<file path="config.mk">
export PLATFORM = sky130hd
export DESIGN_NAME = life_generation_row_stream_core
export DESIGN_NICKNAME = d
export VERILOG_FILES = /design/src/hdl/lgrs_pkg.sv /design/src/hdl/lgrs_lane.sv /design/src/hdl/lgrs_row.sv /design/src/hdl/life_generation_row_stream_core.sv
export SDC_FILE = /design/constraint.sdc
export NUM_CORES = 1
export LEC_CHECK = 0
export ABC_AREA = 1
export BUFFER_PORTS_ARGS = -buffer_cell sky130_fd_sc_hd__clkbuf_2
export CAP_MARGIN = 25
export CORE_MARGIN = 2
export CORE_UTILIZATION = 60
export DETAILED_ROUTE_END_ITERATION = 10
export PLACE_DENSITY = 0.79
export SETUP_SLACK_MARGIN = 0.02
export SKIP_LAST_GASP = 1
export SYNTH_ARGS = -nofsm -noshare
export SYNTH_HDL_FRONTEND = slang
export SYNTH_SLANG_ARGS = --single-unit
</file>
<file path="constraint.sdc">
create_clock -name i_clk -period 5.6 [get_ports i_clk]
set_clock_uncertainty 0.2 [all_clocks]
set_input_delay 0.84 -clock i_clk [delete_from_list [all_inputs] [get_ports i_clk]]
set_output_delay 0.84 -clock i_clk [all_outputs]
set_load 0.02 [all_outputs]
</file>
<file path="src/hdl/lgrs_pkg.sv">
package lgrs_pkg;

    localparam int ROW_W = 64;
    localparam int COLS  = 64;

    localparam int NBR_W = 4;

    localparam logic [NBR_W-1:0] BIRTH_CNT   = NBR_W'(3);
    localparam logic [NBR_W-1:0] SURVIVE_CNT = NBR_W'(2);

    typedef logic [ROW_W-1:0] t_row;

endpackage

</file>
<file path="src/hdl/lgrs_lane.sv">
module lgrs_lane (
    input  logic [7:0] i_nbr,
    input  logic       i_self,
    output logic       o_alive
);

    logic [lgrs_pkg::NBR_W-1:0] cnt;

    always_comb begin
        cnt = '0;
        for (int k = 0; k < 8; k++) begin
            cnt = cnt + lgrs_pkg::NBR_W'(i_nbr[k]);
        end
    end

    assign o_alive = (cnt == lgrs_pkg::BIRTH_CNT) ||
                     ((cnt == lgrs_pkg::SURVIVE_CNT) && i_self);

endmodule

</file>
<file path="src/hdl/lgrs_row.sv">
module lgrs_row (
    input  lgrs_pkg::t_row i_up,
    input  lgrs_pkg::t_row i_mid,
    input  lgrs_pkg::t_row i_down,
    output lgrs_pkg::t_row o_next
);

    localparam int PAD_W = lgrs_pkg::COLS + 2;

    logic [PAD_W-1:0]          up_p;
    logic [PAD_W-1:0]          mid_p;
    logic [PAD_W-1:0]          down_p;
    logic [lgrs_pkg::COLS-1:0] lane_alive;

    // dead cells padded on both edges
    assign up_p   = {1'b0, i_up[lgrs_pkg::COLS-1:0], 1'b0};
    assign mid_p  = {1'b0, i_mid[lgrs_pkg::COLS-1:0], 1'b0};
    assign down_p = {1'b0, i_down[lgrs_pkg::COLS-1:0], 1'b0};

    for (genvar c = 0; c < lgrs_pkg::COLS; c++) begin : g_lane
        lgrs_lane u_lane (
            .i_nbr   ({up_p[c+2:c], mid_p[c+2], mid_p[c], down_p[c+2:c]}),
            .i_self  (mid_p[c+1]),
            .o_alive (lane_alive[c])
        );
    end

    // merge lanes into the result row
    if (lgrs_pkg::COLS < lgrs_pkg::ROW_W) begin : g_pad
        assign o_next = {{(lgrs_pkg::ROW_W - lgrs_pkg::COLS){1'b0}}, lane_alive};
    end else begin : g_full
        assign o_next = lane_alive;
    end

endmodule

</file>
<file path="src/hdl/life_generation_row_stream_core.sv">
// Output: a result is presented on the output register in the cycle
//   after the transfer of the input row that causes it.
// Throughput: 1 row per cycle unless stalled; a bottom row gives two
//   results that leave in turn via the one row unit and output register.
// Reset: synchronous, active low; clears held rows and frame position.
module life_generation_row_stream_core (
    input  logic                  i_clk,
    input  logic                  i_rst_n,
    input  logic                  i_in_valid,
    output logic                  o_in_ready,
    input  logic [63:0]           i_in_row,
    input  logic                  i_in_last_row,
    output logic                  o_out_valid,
    input  logic                  i_out_ready,
    output logic [63:0]           o_out_row,
    output logic                  o_out_frame_end,
    output logic                  o_out_run_last
);

    lgrs_pkg::t_row r_above, n_above;
    lgrs_pkg::t_row r_mid, n_mid;
    logic           r_seen, n_seen;
    logic           r_pend, n_pend;
    logic           r_out_valid, n_out_valid;
    lgrs_pkg::t_row r_out_row, n_out_row;
    logic           r_out_fe, n_out_fe;
    logic           r_out_rl, n_out_rl;

    lgrs_pkg::t_row row_up, row_mid, row_down, row_next;
    logic           slot_free;
    logic           in_xfer;
    logic           load;

    assign slot_free  = !r_out_valid || i_out_ready;
    assign o_in_ready = slot_free && !r_pend;
    assign in_xfer    = i_in_valid && o_in_ready;

    always_comb begin
        if (r_pend) begin
            row_up   = r_above;
            row_mid  = r_mid;
            row_down = '0;
        end else begin
            row_up   = r_above;
            row_mid  = r_seen ? r_mid : i_in_row;
            row_down = r_seen ? i_in_row : '0;
        end
    end

    lgrs_row u_row (
        .i_up   (row_up),
        .i_mid  (row_mid),
        .i_down (row_down),
        .o_next (row_next)
    );

    always_comb begin
        n_above   = r_above;
        n_mid     = r_mid;
        n_seen    = r_seen;
        n_pend    = r_pend;
        n_out_row = r_out_row;
        n_out_fe  = r_out_fe;
        n_out_rl  = r_out_rl;
        load      = 1'b0;

        if (r_pend && slot_free) begin
            load      = 1'b1;
            n_out_row = row_next;
            n_out_fe  = 1'b1;
            n_out_rl  = 1'b1;
            n_pend    = 1'b0;
            n_above   = '0;
            n_mid     = '0;
            n_seen    = 1'b0;
        end else if (in_xfer) begin
            if (!r_seen) begin
                if (i_in_last_row) begin
                    load      = 1'b1;
                    n_out_row = row_next;
                    n_out_fe  = 1'b1;
                    n_out_rl  = 1'b1;
                end else begin
                    n_above = '0;
                    n_mid   = i_in_row;
                    n_seen  = 1'b1;
                end
            end else begin
                load      = 1'b1;
                n_out_row = row_next;
                n_out_fe  = 1'b0;
                n_out_rl  = !i_in_last_row;
                n_above   = r_mid;
                n_mid     = i_in_row;
                n_pend    = i_in_last_row;
            end
        end

        if (load) begin
            n_out_valid = 1'b1;
        end else if (i_out_ready) begin
            n_out_valid = 1'b0;
        end else begin
            n_out_valid = r_out_valid;
        end
    end

    always_ff @(posedge i_clk) begin
        if (!i_rst_n) begin
            r_above     <= '0;
            r_mid       <= '0;
            r_seen      <= 1'b0;
            r_pend      <= 1'b0;
            r_out_valid <= 1'b0;
        end else begin
            r_above     <= n_above;
            r_mid       <= n_mid;
            r_seen      <= n_seen;
            r_pend      <= n_pend;
            r_out_valid <= n_out_valid;
        end
    end

    always_ff @(posedge i_clk) begin
        r_out_row <= n_out_row;
        r_out_fe  <= n_out_fe;
        r_out_rl  <= n_out_rl;
    end

    assign o_out_valid     = r_out_valid;
    assign o_out_row       = r_out_row;
    assign o_out_frame_end = r_out_fe;
    assign o_out_run_last  = r_out_rl;

endmodule

</file>
==> impl_results.md, run 1 <==
- Nets: 2928
- Power Dens Cells: roughly 220 nW/µm²
- WL/cell: about 16 µm
- Reg clk slew, reported paths: ~0.080 ns
- Post_cts resized: 0
- Final setup viols: 0
- Share of layout cells above drive strength 1: 0.0900
- Kind of critical path: flop to flop
- Final GP Congestion: a little under 0.9
- Gate Count Post-Synth: between 2000 and 2500
- CP required: around 5.6 ns
- Post-Layout Cell Count: about 2800
- Met3 wire length: ~2.5 mm
- Most frequent cells in the layout: inv_1, nor2_1, nand2_1
- Register-to-register setup slack: approximately 0.82 ns
- Unrepaired setup endpoints after global routing: no
- Via count: around 15000
- Register area share after synthesis: 0.237
- Top routing layer used: met4
- Max VDD drop: about 0.00021 V
- Rows: 65
- First-pass GRT wire length: 75.5 mm
- Sequential power share: 0.367
- Largest net degree at the start of global routing: between 70 and 80
- # DRC: 0
- Worst skew pair latency: 0.45 ns
- Net Sw Power: 1.71 mW
- Synth cell types: 30
- FILL cells: 2597
- Vias in the first global route: around 16000
- Worst Reg2Reg Path Length in Cells: 13
- Synth Net Count: roughly 2800
- Core area: between 30000 and 40000 µm²
- Clk pwr share: 0.284
- Area share of the largest cell type after synthesis: 0.260
- Synth area leader: fa_1
- Sequential cell area: 4590 µm²
- CTS Buffer Depth: 2
- Final Critical Period: 4.78 ns
- Vias/cell: roughly 5.4
- Routed wl met2: approximately 22 mm
- Reg2reg start: r_pend
- CP Capture Type: flop
- Rel. slew slack: 0.274
- Startpoint Class: flop
- DP Cell Count: about 2800
- Slew Limit Fails: 0
- H-tree Lvls: 4
- Yosys warns: 0
- Cell-internal power: roughly 2.9 mW
- Min-Delay Startpoint: r_above[0]
- Top post-synthesis cells by area: fa_1, dfxtp_1, ha_1
- Tcrit/Tclk final: 0.854
- P_leak: 10.7 nW
- First-pass detailed-route iteration total: 5
- Achievable Freq: roughly 210 MHz
- Initial DRC Count: ~900
- Post-CTS Setup Repair Bufs: 0
- HPWL after DPL: 32.7 mm
- Die Y: roughly 180 µm
- WL final: between 40 and 50 mm
- Initial antenna violation count: 1
- Post-synthesis cell area: approximately 19000 µm²
- Root Buffer: clkbuf_16
- Combinational power share: 0.349
- Hold WC Path Type: flop to flop
- Switching part of the total: 0.375
- Hold endpoint: r_above[0]
- GRT Util Overall: 0.277
- Critical R2R Capture: o_out_row[8]
- Total CTS buffers: 17
- Multi-input gate area: 12300 µm²
- Area Growth Syn to Fin: 7.33%
- Hold_buf cts: 0
- Most common cell after layout, fill and taps aside: inv_1
- Status: complete, no violations
- CTS tree: yes
- DIE WIDTH: ~180 µm
- Sink Count: between 150 and 200
- Total negative setup slack: 0 ns
- Die area: about 34000 µm²
- Final core utilization: 0.656
- GRT overflow: 0
- # IOs: about 140
- Hold depth: 2
- Final Hold Fails: 0
- Buffers on Ports: 136
- Worst path arrival time: roughly 4.8 ns
- Avg Cell Area, Syn: about 8.3 µm²
- ANT nets after route: 0
- Initial Utilization: 0.611
- Met1 wire length: about 18 mm
- Critical-path maximum fanout: 50
- Pin slew with the least headroom to its limit: 1.09 ns
- Flops & latches, synth: just under 200
- Max-Cap Viols: 0
==> cell type report <==
| type | count | share of cell area |
|---|---|---|
| Sequential cell | 197 | 0.220 |
| Clock inverter | 13 | 0.00758 |
| Multi-Input combinational cell | 1520 | 0.591 |
| Antenna cell | 1 | 0.000120 |
| Inverter | 531 | 0.0959 |
| Tap cell | 402 | 0.0242 |
| Clock buffer | 19 | 0.0213 |
| Timing Repair Buffer | 152 | 0.0397 |
==> worst max-delay path, stage by stage (launching register included) <==
cell and delay, ns:
dfxtp_1 0.47, nor2_8 0.69, buf_4 0.36, o21a_1 0.22, inv_1 0.07, fa_1 0.49, fa_1 0.44, fa_1 0.55
inv_1 0.04, ha_1 0.20, fa_1 0.40, o21ai_0 0.21, a21oi_1 0.06, o21a_1 0.11
==> worst max-delay path by stage <==
stage	startpoint	to	cells after the start
after floorplan	i_in_row[8]	o_out_row[9]	13
after global placement	r_pend	o_out_row[9]	13
after detailed placement	r_pend	o_out_row[7]	13
after CTS	r_pend	o_out_row[7]	13
after global routing	r_pend	o_out_row[8]	13
final	r_pend	o_out_row[8]	13
==> cells by family after synthesis <==
family | Yosys count | share of synthesized area
AND/OR/NAND/NOR | 798 | 0.171
buffers and inverters | 614 | 0.130
adder cells (fa/ha/maj) | 440 | 0.382
AO/OA/AOI/OAI | 282 | 0.0814
flip-flops | 197 | 0.237
==> cell usage after synthesis <==
library cell  count
inv_1           527
a21oi_2           1
buf_6            11
nor2_2            1
nand3_2           1
buf_1             4
nor2_1          328
o21a_1           35
inv_2             4
o21ai_1          20
fa_1            252
edfxtp_1         64
nand2_1         329
a21o_1            1
nor2_8            1
o21ai_2          16
a31oi_1           1
nand4_1          64
nand3_1          67
a21oi_4           1
buf_2            29
clkbuf_1         15
ha_1            188
dfxtp_1         133
clkbuf_4          1
nor3_2            6
o21ai_0          73
buf_4            23
nor2_4            1
a21oi_1         134
==> sequential cells by signal, summed over array words and instances, names as in the netlist <==
name	cells
r_above	64
o_out_valid	1
r_seen	1
r_pend	1
o_out_row	64
o_out_frame_end	1
r_mid	64
o_out_run_last	1
==> stage by stage <==
stage	cell area, µm²	worst slack (ns)	hold WS (ns)	total power, mW
final	20800	0.817	0.270	4.58
after global routing	20800	0.599	0.312	4.91
after CTS	20800	0.864	0.271	4.60
after detailed placement	20200	0.905	0.258	3.30
after global placement	20200	0.995	0.245	3.19
after floorplan	19400	1.62	0.238	2.88
==> per-layer routing <==
metal / track usage / vias to the layer above
met5: 0 / -
met4: 0.108 / 0
met3: 0.0361 / 91
met2: 0.490 / 478
met1: 0.345 / 7394
li1: - / 7349
==> power groups by stage <==
stage | clock [mW] | sequential, mW | combinational, mW
final | 1.30 | 1.68 | 1.60
after global routing | 1.37 | 1.69 | 1.85
after CTS | 1.32 | 1.68 | 1.61
after detailed placement | 0 | 1.71 | 1.59
after global placement | 0 | 1.71 | 1.48
after floorplan | 0 | 1.78 | 1.10
Note: power is estimated with default switching activity, not from simulation.
==> run 2, diff against run 1 <==
--- a/config.mk
+++ b/config.mk
@@ -11,6 +11,7 @@
 export CORE_MARGIN = 2
 export CORE_UTILIZATION = 60
 export DETAILED_ROUTE_END_ITERATION = 10
+export GPL_ROUTABILITY_DRIVEN = 0
 export PLACE_DENSITY = 0.79
 export SETUP_SLACK_MARGIN = 0.02
 export SKIP_LAST_GASP = 1
==> constraint.sdc (replaced) <==
create_clock -name i_clk -period 4.5 [get_ports i_clk]
set_clock_uncertainty 0.2 [all_clocks]
set_input_delay 0.675 -clock i_clk [delete_from_list [all_inputs] [get_ports i_clk]]
set_output_delay 0.675 -clock i_clk [all_outputs]
set_load 0.02 [all_outputs]
==> impl_results.md, run 2 (synthesis results as in run 1) <==
- DIE WIDTH: 184 µm (unchanged)
- Startpoint Class: flop
- ANT nets after route: 0 (unchanged)
- Die Y: 184 µm (unchanged)
- Multi-input gate area: 12300 µm² (unchanged)
- Crit path cell chain: nor2_8 -> buf_12 -> o21ai_0 -> inv_1 -> fa_1 -> fa_1 -> inv_1 -> fa_1 -> ha_1 -> fa_1 -> o21ai_0 -> a21oi_1 -> o21a_1
- Die area: 33800 µm² (unchanged)
- Reg clk slew, reported paths: 0.07 ns (about the same)
- Placed instance area: 20400 µm² (+0.81%)
- Worst Reg2Reg Path Length in Cells: 13 (unchanged)
- Area Growth Syn to Fin: 8.33%
- Most frequent cells in the layout: inv_1, nor2_1, nand2_1
- Core area: 31700 µm² (unchanged)
- Crit path top cell by count: fa_1
- Final setup viols: 0 (unchanged)
- Initial antenna violation count: 0 (-1)
- Rows: 65 (unchanged)
- Final Hold Fails: 0 (unchanged)
- CTS Buffer Depth: 2 (unchanged)
- Final Critical Period: 4.30 ns (-0.484 ns)
- Initial Utilization: 0.611 (unchanged)
- Most common cell after layout, fill and taps aside: inv_1
- Critical R2R Capture: o_out_row[35]
- P_leak: 10.8 nW (+1.1%)
- Ant diodes: 0 (-1)
- Vias in the first global route: 16107 (-1.6%)
- CP required: 4.62 ns (-0.99 ns)
- GRT overflow: 0 (unchanged)
- Initial DRC Count: 847 (-6.1%)
- Worst skew pair latency: 0.45 ns (about the same)
- CP max stage cell: fa_1
- Achievable Freq: 233 MHz (+11%)
- Hold endpoint: r_above[2]
- Crit path largest cell delay: 0.51 ns (-0.18 ns)
- FILL cells: 2579 (-0.69%)
- WL/cell: 15.2 µm (-1.7%)
- Pin slew with the least headroom to its limit: 0.878 ns (-0.208 ns)
- WL final: 43.5 mm (-1.1%)
- HPWL after DPL: 32.9 mm (+0.60%)
- Status: complete, no violations
- # DRC: 0 (unchanged)
- CP Capture Type: flop
- CTS tree: yes
- Total CTS buffers: 17 (unchanged)
- GRT Util Overall: 0.273 (-0.00422)
- Sequential cell area: 4590 µm² (unchanged)
- Power Dens Cells: 274 nW/µm² (+24%)
- Critical-path maximum fanout: 50 (unchanged)
- Min-Delay Startpoint: r_above[2]
- Largest net degree at the start of global routing: 68 (-5.6%)
- First-pass detailed-route iteration total: 7 (+2)
- Share of layout cells above drive strength 1: 0.0979 (+0.00783)
- Hold depth: 2 (unchanged)
- Sink Count: 197 (unchanged)
- Nets: 2949 (+0.72%)
- Hold WC Path Type: flop to flop
- Buffers on Ports: 136 (unchanged)
- Max VDD drop: 0.000260 V (+23%)
- Rel. slew slack: 0.413 (+0.139)
- Total negative setup slack: 0 ns (unchanged)
- Root Buffer: clkbuf_16
- First-pass GRT wire length: 74.2 mm (-1.8%)
- CP bufs+invs: 3 (unchanged)
- Tcrit/Tclk final: 0.955 (+0.101)
- H-tree Lvls: 4 (unchanged)
- Family with the most delay on the worst path: adder cells
- # IOs: 137 (unchanged)
- Register-to-register setup slack: 0.20 ns (-0.62 ns)
- Finished Cell Area: 21000 µm² (+0.93%)
- Slew Limit Fails: 0 (unchanged)
- Max-Cap Viols: 0 (unchanged)
- Vias/cell: 5.39 (-0.24%)
- Reg2reg start: r_pend
- Worst path arrival time: 4.42 ns (-0.37 ns)
- Via count: 15377 (+0.42%)
- Unrepaired setup endpoints after global routing: no
- Kind of critical path: flop to flop
[run 2: cell types whose count changed in the layout (fill, tap and decap cells not counted), moves of 3 or more]
cell       delta
inv_6         -6
bufinv_16     +3
buf_4        +18
clkinv_2      +5
inv_8         -3
[run 2: how the worst max path moves through the flow]
stage	from	end	slack [ns]	depth (start not counted)
after CTS	r_pend	o_out_row[35]	0.22	13
after detailed placement	r_pend	o_out_row[21]	0.25	16
final	r_pend	o_out_row[35]	0.20	13
after global routing	r_pend	o_out_row[39]	0.03	14
after global placement	r_pend	o_out_row[28]	0.35	15
after floorplan	r_pend	o_out_row[9]	0.59	15
[run 2: worst min-delay path: cells and delay by family (launching register included)]
family	cells	cell delay, ns
flops	1	0.31
simple gates	1	0.06
compound gates	1	0.05
[run 2: cell type report]
class	count	area share
clock buffers	17	0.0203
flip-flops and latches	197	0.218
well taps	402	0.0240
inverters	531	0.0950
clock inverters	14	0.00882
multi-input cells	1520	0.585
repair buffers	173	0.0482
[run 2: what timing repair did]
action	4_1_cts	5_1_grt
endpoints found under the setup margin	0	5
hold buffers	0	0
gates resized for setup	0	1
hold endpoints to repair	0	0
setup buffers	0	0
[run 2: metal layers]
metal	wire, µm	vias to the layer above	share of wire	global-route usage
met4	1160	0	0.027	0.101
met3	2250	80	0.052	0.0345
met1	18200	7477	0.42	0.338
met5	0	-	0	0
met2	21900	439	0.50	0.488
li1	-	7381	-	-
[run 2: per-stage QoR]
stage	util	setup WS [ns]	total power, mW	std cells	hold WS [ns]
final	0.662	0.201	5.75	2854	0.263
after global routing	0.662	0.0308	6.15	2854	0.311
after CTS	0.661	0.220	5.79	2853	0.269
after detailed placement	0.642	0.247	4.13	2822	0.259
after global placement	0.642	0.348	3.99	2822	0.253
after floorplan	-	0.586	3.58	2331	0.238
[run 2: power breakdown]
group          internal [mW]  switching [mW]  leakage, nW  total [mW]
clock                  0.926           0.729        0.303        1.65
combinational          0.755            1.25         8.84        2.00
sequential              2.02          0.0777         1.71        2.09
==> run 3, diff against run 2 <==
--- a/config.mk
+++ b/config.mk
@@ -6,8 +6,8 @@
 export NUM_CORES = 1
 export LEC_CHECK = 0
 export ABC_AREA = 1
-export BUFFER_PORTS_ARGS = -buffer_cell sky130_fd_sc_hd__clkbuf_2
-export CAP_MARGIN = 25
+export BUFFER_PORTS_ARGS = -buffer_cell sky130_fd_sc_hd__buf_2
+export CORE_ASPECT_RATIO = 0.9
 export CORE_MARGIN = 2
 export CORE_UTILIZATION = 60
 export DETAILED_ROUTE_END_ITERATION = 10
==> impl_results.md, run 3 (synthesis results as in run 1) <==
- Status: complete, no violations
- Min-Delay Startpoint: o_out_run_last
- Initial DRC Count: 1020 (+20%)
- Kind of critical path: flop to flop
- Hold_buf cts: 0 (unchanged)
- Cell-internal power: 3.49 mW (-5.6%)
- First-pass GRT wire length: 75.6 mm (+1.9%)
- Clk pwr share: 0.268 (-0.020)
- Critical Path Start: r_pend
- Buffers on Ports: 136 (unchanged)
- Largest net degree at the start of global routing: 67 (-1.5%)
- Sequential power share: 0.373 (+0.009)
- Initial antenna violation count: 3 (+3)
- Die Y: 175 µm (-5.0%)
- ANT nets after route: 0 (unchanged)
- Pin slew with the least headroom to its limit: 0.857 ns (-0.0205 ns)
- Switching part of the total: 0.376 (+0.0193)
- Rel. slew slack: 0.429 (+0.0151)
- CTS tree: yes
- Critical R2R Capture: o_out_row[32]
- Combinational power share: 0.359 (+0.011)
- Core area: 31900 µm² (+0.52%)
- GRT overflow: 0 (unchanged)
- Rows: 62 (-4.6%)
- Post-CTS Setup Repair Bufs: 0 (unchanged)
- Post_cts resized: 0 (unchanged)
- Most common cell after layout, fill and taps aside: inv_1
- Final Critical Period: 4.28 ns (-0.0189 ns)
- Critical-path maximum fanout: 61 (+22%)
- Power Dens Cells: 268 nW/µm² (-2.2%)
- WL final: 44.4 mm (+2.0%)
- Startpoint Class: flop
- Worst path arrival time: 4.41 ns (about the same)
- # DRC: 0 (unchanged)
- Reg2reg start: r_pend
- Unrepaired setup endpoints after global routing: yes
- Vias/cell: 5.35 (-0.72%)
- Tcrit/Tclk final: 0.951 (-0.00419)
- Max VDD drop: 0.000284 V (+9.1%)
- Initial Utilization: 0.608 (-0.00317)
- CP required: 4.63 ns (about the same)
- WL/cell: 15.5 µm (+2.0%)
- Net Sw Power: 2.11 mW (+2.5%)
- GRT Util Overall: 0.274 (+0.00101)
- Total CTS buffers: 17 (unchanged)
- Placed instance area: 20300 µm² (-0.22%)
- Area Growth Syn to Fin: 7.70%
- Die area: 33800 µm² (about the same)
- Final Hold Fails: 0 (unchanged)
- Reg clk slew, reported paths: 0.08 ns (about the same)
- Achievable Freq: 234 MHz (+0.44%)
- DIE WIDTH: 193 µm (+5.3%)
- Final setup viols: 0 (unchanged)
- Vias in the first global route: 15914 (-1.2%)
- Root Buffer: clkbuf_16
- P_leak: 10.7 nW (-1.2%)
- Finished Cell Area: 20900 µm² (-0.58%)
- Nets: 2933 (-0.54%)
- # IOs: 137 (unchanged)
- HPWL after DPL: 33.2 mm (+1.0%)
- Sink Count: 197 (unchanged)
- CP Capture Type: flop
- First-pass detailed-route iteration total: 6 (-1)
- Share of layout cells above drive strength 1: 0.0915 (-0.00637)
- Hold depth: 2 (unchanged)
- Most frequent cells in the layout: inv_1, nor2_1, nand2_1
- H-tree Lvls: 4 (unchanged)
- Hold endpoint: o_out_run_last
- WHS: 0.255 ns (-0.00842 ns)
- Hold WC Path Type: flop to flop
- Total negative setup slack: 0 ns (unchanged)
- Max-Cap Viols: 0 (unchanged)
- Register-to-register setup slack: 0.22 ns (+0.02 ns)
- CTS Buffer Depth: 2 (unchanged)
- Worst skew pair latency: 0.45 ns (about the same)
- Via count: 15271 (-0.69%)
- Worst Reg2Reg Path Length in Cells: 14 (+1)
- Slew Limit Fails: 0 (unchanged)
run 3: how the worst max path moves through the flow:
| stage | cells past startpoint | end | slack, ns |
|---|---|---|---|
| final | 14 | o_out_row[32] | 0.22 |
| after detailed placement | 14 | o_out_row[32] | 0.25 |
| after global placement | 17 | o_out_row[31] | 0.35 |
| after global routing | 16 | o_out_row[20] | 0.02 |
| after CTS | 14 | o_out_row[32] | 0.20 |
| after floorplan | 15 | o_out_row[9] | 0.59 |
run 3: area by class of cell:
type	instances	area (µm²)
Inverter	531	1990
Fill cell	2626	11000
Antenna cell	2	5.00
Sequential cell	197	4590
Timing Repair Buffer	157	933
Tap cell	416	520
Clock buffer	18	429
Clock inverter	14	115
Multi-Input combinational cell	1520	12300
run 3: power by group through the flow:
stage / clock (mW) / sequential [mW] / combinational [mW]
finish: 1.50 / 2.09 / 2.01
global route: 1.58 / 2.10 / 2.31
CTS: 1.52 / 2.09 / 2.02
detailed placement: 0 / 2.13 / 2.00
global placement: 0 / 2.12 / 1.87
floorplan: 0 / 2.21 / 1.37
run 3: metal layers:
| metal | vias up | routed length (µm) | track usage |
|---|---|---|---|
| li1 | 7370 | - | - |
| met1 | 7416 | 19300 | 0.358 |
| met2 | 405 | 22000 | 0.473 |
| met3 | 78 | 2060 | 0.0355 |
| met4 | 2 | 1070 | 0.0900 |
| met5 | - | 13 | 0 |
run 3: worst max-delay path, stage by stage, from the launching register on:
cell     delay, ns
dfxtp_1       0.36
nor2_8        0.16
buf_16        0.27
buf_4         0.24
o21a_1        0.23
inv_1         0.08
fa_1          0.45
fa_1          0.50
inv_1         0.07
fa_1          0.49
ha_1          0.22
fa_1          0.48
o21ai_0       0.09
a21oi_1       0.16
o21a_1        0.14
run 3: metrics by stage:
| step | setup WS [ns] | util | power [mW] | cells |
|---|---|---|---|---|
| CTS | 0.199 | 0.654 | 5.62 | 2853 |
| floorplan | 0.586 | - | 3.58 | 2331 |
| detailed placement | 0.249 | 0.637 | 4.13 | 2821 |
| finish | 0.220 | 0.655 | 5.59 | 2855 |
| global route | 0.0191 | 0.655 | 6.00 | 2854 |
| global placement | 0.347 | 0.637 | 3.99 | 2821 |
